$ cat src/hdl/tcpc_pkg.sv
// shared constants, types and control store for the text console
`default_nettype none
package tcpc_pkg;

    localparam int COLUMNS      = 32;
    localparam int SCREEN_CELLS = 512;
    localparam int ROWS         = SCREEN_CELLS / COLUMNS;
    localparam int ADDR_W       = $clog2(SCREEN_CELLS);
    localparam int COL_W        = $clog2(COLUMNS);
    localparam int ROW_W        = ADDR_W - COL_W;
    localparam int BOTTOM_ROW   = SCREEN_CELLS - COLUMNS;
    localparam int CHAR_W       = 8;
    localparam int S_TDATA_W    = ((CHAR_W + ADDR_W + 7) / 8) * 8;
    localparam int M_TDATA_W    = ((CHAR_W + ADDR_W + 1 + 7) / 8) * 8;

    localparam logic [CHAR_W-1:0] NEWLINE     = 8'h0A;
    localparam logic [CHAR_W-1:0] BLANK       = 8'h20;
    localparam logic [CHAR_W-1:0] CURSOR_MARK = 8'hFF;
    localparam logic [CHAR_W-1:0] FILL        = 8'h2F;
    localparam logic [CHAR_W-1:0] CTRL_GLYPH  = 8'h1F;

    typedef logic [3:0] step_t;

    localparam step_t STEP_INIT     = 4'd0;
    localparam step_t STEP_IDLE     = 4'd1;
    localparam step_t STEP_DISPATCH = 4'd2;
    localparam step_t STEP_KIND     = 4'd3;
    localparam step_t STEP_CHAR     = 4'd4;
    localparam step_t STEP_MARK     = 4'd5;
    localparam step_t STEP_NL_FILL  = 4'd6;
    localparam step_t STEP_SCROLL   = 4'd7;
    localparam step_t STEP_CLEAR    = 4'd8;
    localparam step_t STEP_MARK_ROW = 4'd9;
    localparam step_t STEP_READ     = 4'd10;
    localparam step_t STEP_DONE     = 4'd11;

    typedef enum logic [1:0] {D_CHAR, D_BLANK, D_MARK, D_INIT} dsel_t;
    typedef enum logic [1:0] {A_CURSOR, A_PTR, A_READ, A_INIT} asel_t;
    typedef enum logic [1:0] {P_HOLD, P_LOAD, P_INC, P_CLEAR} ptr_op_t;
    typedef enum logic [1:0] {C_HOLD, C_INC, C_ZERO} cur_op_t;
    typedef enum logic [2:0] {
        COND_ALWAYS, COND_IN_ACCEPT, COND_MODE_READ, COND_NEWLINE,
        COND_COL_LAST, COND_PTR_MORE, COND_INIT_MORE, COND_OUT_FREE
    } cond_t;

    typedef struct packed {
        logic    in_ready;
        logic    we;
        dsel_t   dsel;
        asel_t   asel;
        logic    re;
        ptr_op_t ptr_op;
        cur_op_t cur_op;
        logic    top_inc;
        logic    scr_clr;
        logic    scr_set;
        logic    init_inc;
        logic    out_load;
        logic    stay;
        cond_t   cond;
        step_t   target;
    } ctrl_t;

    // control store: jump to target when cond holds, else stay or fall through
    function automatic ctrl_t ucode(input step_t step);
        ctrl_t c;
        c = '0;
        case (step)
            STEP_INIT:
            begin
                c.we = 1'b1; c.dsel = D_INIT; c.asel = A_INIT; c.init_inc = 1'b1;
                c.cond = COND_INIT_MORE; c.target = STEP_INIT;
            end
            STEP_IDLE:
            begin
                c.in_ready = 1'b1; c.stay = 1'b1;
                c.cond = COND_IN_ACCEPT; c.target = STEP_DISPATCH;
            end
            STEP_DISPATCH:
            begin
                c.ptr_op = P_LOAD; c.scr_clr = 1'b1;
                c.cond = COND_MODE_READ; c.target = STEP_READ;
            end
            STEP_KIND:
            begin
                c.cond = COND_NEWLINE; c.target = STEP_NL_FILL;
            end
            STEP_CHAR:
            begin
                c.we = 1'b1; c.dsel = D_CHAR; c.asel = A_CURSOR; c.cur_op = C_INC;
                c.cond = COND_COL_LAST; c.target = STEP_SCROLL;
            end
            STEP_MARK, STEP_MARK_ROW:
            begin
                c.we = 1'b1; c.dsel = D_MARK; c.asel = A_CURSOR;
                c.cond = COND_ALWAYS; c.target = STEP_DONE;
            end
            STEP_NL_FILL:
            begin
                c.we = 1'b1; c.dsel = D_BLANK; c.asel = A_PTR; c.ptr_op = P_INC;
                c.cond = COND_PTR_MORE; c.target = STEP_NL_FILL;
            end
            STEP_SCROLL:
            begin
                c.top_inc = 1'b1; c.ptr_op = P_CLEAR; c.cur_op = C_ZERO; c.scr_set = 1'b1;
                c.cond = COND_ALWAYS; c.target = STEP_CLEAR;
            end
            STEP_CLEAR:
            begin
                c.we = 1'b1; c.dsel = D_BLANK; c.asel = A_PTR; c.ptr_op = P_INC;
                c.cond = COND_PTR_MORE; c.target = STEP_CLEAR;
            end
            STEP_READ:
            begin
                c.re = 1'b1; c.asel = A_READ;
                c.cond = COND_ALWAYS; c.target = STEP_DONE;
            end
            STEP_DONE:
            begin
                c.out_load = 1'b1; c.stay = 1'b1;
                c.cond = COND_OUT_FREE; c.target = STEP_IDLE;
            end
            default:
            begin
                c.cond = COND_ALWAYS; c.target = STEP_IDLE;
            end
        endcase
        return c;
    endfunction

endpackage
`default_nettype wire

$ cat src/hdl/text_console_put_char_top.sv
// scrolling text console: screen store, cursor and microcoded control
//
// one input beat per command on s_axis, one result beat per command on m_axis.
// tuser = mode: 0 prints char_code at the cursor, 1 reads cell cell_index.
// newline (char 10) blanks the rest of the bottom row and scrolls.
// scrolling is done by rotating the row base of the screen ram, then
// blanking the new bottom row one cell a cycle.
// a new command can be taken in the cycle after the previous result is loaded;
// the program runs one step a cycle, holding in the idle step until a
// command arrives and in the done step until the output register frees up,
// with at most one screen ram access per step.
// after reset the program sweeps the whole screen ram to load its
// start-up contents; s_axis_tready stays low until that is done.
// a stalled m_axis holds its beat; the next command is still accepted
// and waits in the done step until the output register frees up.
`default_nettype none
module text_console_put_char_top (
    input  wire logic                               clk,
    input  wire logic                               rst_n,
    input  wire logic                               s_axis_tvalid,
    output logic                                    s_axis_tready,
    // [7:0] char_code, [16:8] cell_index, upper bits zero
    input  wire logic [tcpc_pkg::S_TDATA_W-1:0]     s_axis_tdata,
    // [0] mode
    input  wire logic                               s_axis_tuser,
    output logic                                    m_axis_tvalid,
    input  wire logic                               m_axis_tready,
    // [7:0] read_data, [16:8] cursor_index, [17] scrolled, upper bits zero
    output logic      [tcpc_pkg::M_TDATA_W-1:0]     m_axis_tdata
);

    localparam int AW = tcpc_pkg::ADDR_W;
    localparam int CW = tcpc_pkg::COL_W;
    localparam int RW = tcpc_pkg::ROW_W;
    localparam int DW = tcpc_pkg::CHAR_W;

    tcpc_pkg::step_t pc_reg, pc_next;
    tcpc_pkg::ctrl_t ctrl;

    logic [AW-1:0] init_cnt_reg, init_cnt_next;
    logic [RW-1:0] top_reg, top_next;
    logic [CW-1:0] cur_reg, cur_next;
    logic [CW-1:0] ptr_reg, ptr_next;
    logic          scr_reg, scr_next;
    logic          mode_reg;
    logic [DW-1:0] code_reg;
    logic [AW-1:0] idx_reg;
    logic          out_valid_reg, out_valid_next;
    logic [DW-1:0] out_data_reg;
    logic [AW-1:0] out_cur_reg;
    logic          out_scr_reg;

    logic          accept;
    logic          out_free;
    logic          cond_ok;
    logic          out_load;
    logic [RW-1:0] bot_row;
    logic [AW-1:0] ram_addr;
    logic [DW-1:0] ram_wdata;
    logic [DW-1:0] ram_rdata;
    logic [DW-1:0] mapped;
    logic [AW-1:0] cursor_index;

    assign ctrl     = tcpc_pkg::ucode(pc_reg);
    assign accept   = s_axis_tvalid & ctrl.in_ready;
    assign out_free = ~out_valid_reg | m_axis_tready;
    assign out_load = ctrl.out_load & out_free;

    // physical row of the bottom screen row
    assign bot_row      = RW'(tcpc_pkg::ROWS - 1) + top_reg;
    assign cursor_index = {RW'(tcpc_pkg::ROWS - 1), cur_reg};

    always_comb
    begin
        if (code_reg < 8'd32)
        begin
            mapped = tcpc_pkg::CTRL_GLYPH;
        end
        else if (code_reg < 8'd96)
        begin
            mapped = code_reg & 8'd63;
        end
        else if (code_reg < 8'd128)
        begin
            mapped = code_reg - 8'd96;
        end
        else
        begin
            mapped = code_reg;
        end
    end

    always_comb
    begin
        case (ctrl.asel)
            tcpc_pkg::A_CURSOR: ram_addr = {bot_row, cur_reg};
            tcpc_pkg::A_PTR:    ram_addr = {bot_row, ptr_reg};
            tcpc_pkg::A_READ:   ram_addr = {idx_reg[AW-1:CW] + top_reg, idx_reg[CW-1:0]};
            tcpc_pkg::A_INIT:   ram_addr = init_cnt_reg;
            default:            ram_addr = init_cnt_reg;
        endcase
        case (ctrl.dsel)
            tcpc_pkg::D_CHAR:  ram_wdata = mapped;
            tcpc_pkg::D_BLANK: ram_wdata = tcpc_pkg::BLANK;
            tcpc_pkg::D_MARK:  ram_wdata = tcpc_pkg::CURSOR_MARK;
            tcpc_pkg::D_INIT:  ram_wdata = (init_cnt_reg == AW'(tcpc_pkg::BOTTOM_ROW))
                                         ? tcpc_pkg::CURSOR_MARK : tcpc_pkg::FILL;
            default:           ram_wdata = tcpc_pkg::FILL;
        endcase
    end

    tcpc_ram #(
        .WIDTH (DW),
        .DEPTH (tcpc_pkg::SCREEN_CELLS)
    ) u_screen (
        .clk   (clk),
        .we    (ctrl.we),
        .waddr (ram_addr),
        .wdata (ram_wdata),
        .re    (ctrl.re),
        .raddr (ram_addr),
        .rdata (ram_rdata)
    );

    // sequencer
    always_comb
    begin
        case (ctrl.cond)
            tcpc_pkg::COND_ALWAYS:    cond_ok = 1'b1;
            tcpc_pkg::COND_IN_ACCEPT: cond_ok = accept;
            tcpc_pkg::COND_MODE_READ: cond_ok = mode_reg;
            tcpc_pkg::COND_NEWLINE:   cond_ok = (code_reg == tcpc_pkg::NEWLINE);
            tcpc_pkg::COND_COL_LAST:  cond_ok = (cur_reg == CW'(tcpc_pkg::COLUMNS - 1));
            tcpc_pkg::COND_PTR_MORE:  cond_ok = (ptr_reg != CW'(tcpc_pkg::COLUMNS - 1));
            tcpc_pkg::COND_INIT_MORE: cond_ok = (init_cnt_reg != AW'(tcpc_pkg::SCREEN_CELLS - 1));
            tcpc_pkg::COND_OUT_FREE:  cond_ok = out_free;
            default:                  cond_ok = 1'b0;
        endcase
        if (cond_ok)
        begin
            pc_next = ctrl.target;
        end
        else if (ctrl.stay)
        begin
            pc_next = pc_reg;
        end
        else
        begin
            pc_next = pc_reg + 4'd1;
        end
    end

    // datapath register updates
    always_comb
    begin
        init_cnt_next = ctrl.init_inc ? init_cnt_reg + AW'(1) : init_cnt_reg;
        top_next      = ctrl.top_inc ? top_reg + RW'(1) : top_reg;
        case (ctrl.cur_op)
            tcpc_pkg::C_INC:  cur_next = cur_reg + CW'(1);
            tcpc_pkg::C_ZERO: cur_next = '0;
            default:          cur_next = cur_reg;
        endcase
        case (ctrl.ptr_op)
            tcpc_pkg::P_LOAD:  ptr_next = cur_reg;
            tcpc_pkg::P_INC:   ptr_next = ptr_reg + CW'(1);
            tcpc_pkg::P_CLEAR: ptr_next = '0;
            default:           ptr_next = ptr_reg;
        endcase
        if (ctrl.scr_set)
        begin
            scr_next = 1'b1;
        end
        else if (ctrl.scr_clr)
        begin
            scr_next = 1'b0;
        end
        else
        begin
            scr_next = scr_reg;
        end
        if (out_load)
        begin
            out_valid_next = 1'b1;
        end
        else if (m_axis_tready)
        begin
            out_valid_next = 1'b0;
        end
        else
        begin
            out_valid_next = out_valid_reg;
        end
    end

    always_ff @(posedge clk or negedge rst_n)
    begin
        if (!rst_n)
        begin
            pc_reg        <= tcpc_pkg::STEP_INIT;
            init_cnt_reg  <= '0;
            top_reg       <= '0;
            cur_reg       <= '0;
            ptr_reg       <= '0;
            scr_reg       <= 1'b0;
            out_valid_reg <= 1'b0;
        end
        else
        begin
            pc_reg        <= pc_next;
            init_cnt_reg  <= init_cnt_next;
            top_reg       <= top_next;
            cur_reg       <= cur_next;
            ptr_reg       <= ptr_next;
            scr_reg       <= scr_next;
            out_valid_reg <= out_valid_next;
        end
    end

    // command and result payload
    always_ff @(posedge clk)
    begin
        if (accept)
        begin
            mode_reg <= s_axis_tuser;
            code_reg <= s_axis_tdata[DW-1:0];
            idx_reg  <= s_axis_tdata[DW+AW-1:DW];
        end
        if (out_load)
        begin
            out_data_reg <= mode_reg ? ram_rdata : '0;
            out_cur_reg  <= cursor_index;
            out_scr_reg  <= scr_reg;
        end
    end

    assign s_axis_tready = ctrl.in_ready;
    assign m_axis_tvalid = out_valid_reg;
    assign m_axis_tdata  = {{(tcpc_pkg::M_TDATA_W - DW - AW - 1){1'b0}},
                            out_scr_reg, out_cur_reg, out_data_reg};

endmodule
`default_nettype wire

$ cat src/hdl/tcpc_ram.sv
// generic simple dual-port ram with registered read
`default_nettype none
module tcpc_ram #(
    parameter int WIDTH = 8,
    parameter int DEPTH = 512
) (
    input  wire logic                     clk,
    input  wire logic                     we,
    input  wire logic [$clog2(DEPTH)-1:0] waddr,
    input  wire logic [WIDTH-1:0]         wdata,
    input  wire logic                     re,
    input  wire logic [$clog2(DEPTH)-1:0] raddr,
    output logic      [WIDTH-1:0]         rdata
);

    logic [WIDTH-1:0] mem [DEPTH];

    always_ff @(posedge clk)
    begin
        if (we)
        begin
            mem[waddr] <= wdata;
        end
        if (re)
        begin
            rdata <= mem[raddr];
        end
    end

endmodule
`default_nettype wire

$ cat config.mk
export PLATFORM = sky130hd
export DESIGN_NAME = text_console_put_char_top
export DESIGN_NICKNAME = d
export VERILOG_FILES = /design/src/hdl/tcpc_pkg.sv /design/src/hdl/text_console_put_char_top.sv /design/src/hdl/tcpc_ram.sv
export SDC_FILE = /design/constraint.sdc
export NUM_CORES = 2
export LEC_CHECK = 0
export ABC_CLOCK_PERIOD_IN_PS = 68700
export BUFFER_PORTS_ARGS = -buffer_cell sky130_fd_sc_hd__clkbuf_2
export CAP_MARGIN = 10
export CELL_PAD_IN_SITES_DETAIL_PLACEMENT = 0
export CELL_PAD_IN_SITES_GLOBAL_PLACEMENT = 1
export CORE_MARGIN = 1.5
export CORE_UTILIZATION = 35
export CTS_BUF_LIST = sky130_fd_sc_hd__clkbuf_4
export DETAILED_ROUTE_END_ITERATION = 10
export PLACE_DENSITY = 0.54
export SLEW_MARGIN = 25
export SYNTH_ARGS = -nofsm -noshare
export SYNTH_HDL_FRONTEND = slang
export SYNTH_SLANG_ARGS = --single-unit
$ cat constraint.sdc
create_clock -name clk -period 68.7 [get_ports clk]
set_input_delay 6.87 -clock clk [delete_from_list [all_inputs] [get_ports clk]]
set_output_delay 6.87 -clock clk [all_outputs]
set_load 0.01 [all_outputs]
==> impl_metrics.py <==
metrics = {
    "routing": {
        "vias_per_cell": 5.49,
        "dr_total_vias": 108385,
        "ant_nets": 0,
        "drc": 0,
        "wl_per_cell_um": 28.0,
        "drt-pass1-iter-count": 6,
        "wirelength_um": 553000,
        "first_iter_violations": 10556,
    },
    "synth": {
        "async_reset_ff_share_pct": 0.696,
        "synth_area_sq_um": 167000,
        "synth_cell_types": 83,
        "synth_top_cells_by_area": "edfxtp_1, nand2_1, a21oi_1",
        "yosys.area.top_type_share_pct": 74.5,
        "synthCells": 12149,
        "synth_warnings": 0,
        "ys_seq_elements": 4165,
        "syn_area_per_cell_sq_um": 13.7,
        "ys_seq_area_share_pct": 75.0,
        "synth_ff_type": "edfxtp_1",
        "synth_enable_flop_cells": 4136,
        "synth_top_area_cell": "edfxtp_1",
    },
    "critical_path": {
        "slowest_delay_ps": 430,
        "worst-path-buf-inv": 3,
        "path_cells": "inv_1, ha_1, inv_1, nor3_1, clkbuf_2",
        "slowest_stage": "dfrtp_1",
        "path_delay_family": "flip-flops",
        "cp-end-kind": "output pin",
        "arrival_ps": 3140,
        "cp.required_ps": 61830,
        "crit_path_start_kind": "register",
        "cp_common_cell": "inv_1",
        "critical_path_class": "register to output pin",
        "cp_max_fo": 7,
    },
    "clocking": {
        "root_buffer": "clkbuf_4",
        "cts.clk_slew.worst_paths_ps": 60,
        "clock-sinks": 4165,
        "cts_resized": 0,
        "clockBufferDepth": 5,
        "cts_made_buffers": 1208,
        "cts_tree": "yes",
        "cts_max_level": 7,
        "cts_hold_buf": 0,
        "insertion_delay_ps": 1780,
        "cts_setup_buffers": 0,
    },
    "global_routing": {
        "grtUsageTotal_pct": 22.7,
        "grt_overflow": 0,
        "antenna_found_initial": 40,
        "grt_pass1_vias": 107563,
        "grt_pass1_wl_um": 781000,
        "grt_max_degree": 167,
    },
    "sta": {
        "maxSlewViolCount": 0,
        "report.final.hold_viol_count": 0,
        "setup_viol": 0,
        "max_freq_mhz": 99.9,
        "rsz0062_at_grt": "no",
        "period_share_pct": 14.6,
        "worst_pin_slew_ps": 1150,
        "tns_ps": 0,
        "fin_skew_ps": 171,
        "fin_crit_ps": 10010,
        "relSlewSlack_pct": 23.6,
    },
    "finish": {
        "drive_gt1_share_pct": 16.2,
        "n_fill_cell": 44667,
        "final_common_cell": "edfxtp_1",
        "largest_reg_flops": 4096,
        "layout_common_cells": "edfxtp_1, nand2_1, clkbuf_4, a21oi_1, nor2_1",
        "areaGrowthSynthToFinish_pct": 12.2,
        "layout.nets": 12776,
    },
    "floorplanning": {
        "die_w_um": 693,
        "rows": 253,
        "top_level_ports": 55,
        "core_sq_um": 475000,
        "die-area_sq_um": 480000,
        "start_util_pct": 35.1,
        "dieHeight_um": 693,
    },
    "hold_path": {
        "hp-class": "register to register",
    },
    "place": {
        "finalWeightedCongestion": 0.798,
        "portBuffers": 37,
        "dpl.hpwl_um": 310000,
    },
    "job": {
        "cap_violations": 0,
    },
    "status": {
        "outcome": "complete, no violations",
    },
}
## cells by family after synthesis
family | Yosys count | synth area share [%]
and+or+nand+nor | 4432 | 11.3
DFF | 4165 | 75.0
AOI/OAI and AO/OA | 2374 | 9.61
buffers and inverters | 950 | 2.70
muxes | 189 | 1.14
xor gates and xnor gates | 19 | 0.0999
adders and majority gates | 18 | 0.140
other | 2 | 0.00451
## area by class of cell
type | instances | area [sq um] | area share, %
multi-input cells | 7042 | 37700 | 20.2
inverters | 13 | 48.8 | 0.0261
repair buffers | 299 | 2490 | 1.33
flip-flops and latches | 4165 | 125000 | 66.8
clock buffers | 1731 | 13000 | 6.95
clock inverters | 202 | 885 | 0.473
well taps | 6247 | 7820 | 4.18
diodes | 33 | 82.6 | 0.0442
## synthesized netlist by cell type (all sizes together), types with 5 or more instances
cell type     n
a22oi       213
o21ai        61
a32oi       125
a221oi      164
o31ai         9
nand2b        8
or4           7
nor2b         8
nor4         60
edfxtp     4136
mux2i       186
a21o          5
a31oi       521
dfrtp        29
a211oi      344
and3        486
o2111ai       6
ha           17
xnor2        13
nand4        33
nand2      2830
inv          13
a32o         20
buf         634
and2         12
clkbuf      303
nor4b         5
o22ai        62
and4b         7
o41ai         9
a21oi       691
nor2        564
a22o         55
or2           6
nand3       372
a2111oi       6
xor2          6
nor3         23
a311oi       48
## final timing paths
path | end | cells past startpoint | startpoint | slack (ps)
min in group asynchronous | init_cnt_reg[1] | 1 | rst_n | 5190
worst max-delay path | s_axis_tready | 5 | pc_reg[1] | 58690
worst max register to register | u_screen.rdata[4] | 19 | pc_reg[0] | 58700
worst min register to register | out_scr_reg | 0 | scr_reg | 460
max in group asynchronous | pc_reg[2] | 1 | rst_n | 62890
worst min-delay path | out_scr_reg | 0 | scr_reg | 460
## metal layers
layer / part of all wire (%) / global-route usage (%) / vias up / routed length (um)
li1: - / - / 47861 / -
met1: 43 / 30.6 / 55375 / 240000
met2: 47 / 35.9 / 4345 / 260000
met3: 6.6 / 4.82 / 799 / 36400
met4: 3.0 / 8.69 / 5 / 16600
met5: 0.020 / 0.140 / - / 110
## through the flow
stage | setup WS (ps) | hold slack (ps) | instances | instance area [sq um] | util, %
global placement | 58770 | 448 | 17762 | 173000 | 36.4
finish | 58690 | 459 | 19732 | 187000 | 39.4
CTS | 58400 | 464 | 19698 | 187000 | 39.4
detailed placement | 58660 | 461 | 17765 | 173000 | 36.4
global route | 58380 | 475 | 19722 | 187000 | 39.4
floorplan | 43400 | 426 | 12157 | 167000 | -
Power is not shown: default switching activity piles up to over one toggle a cycle in this logic, so the estimate is an artifact.
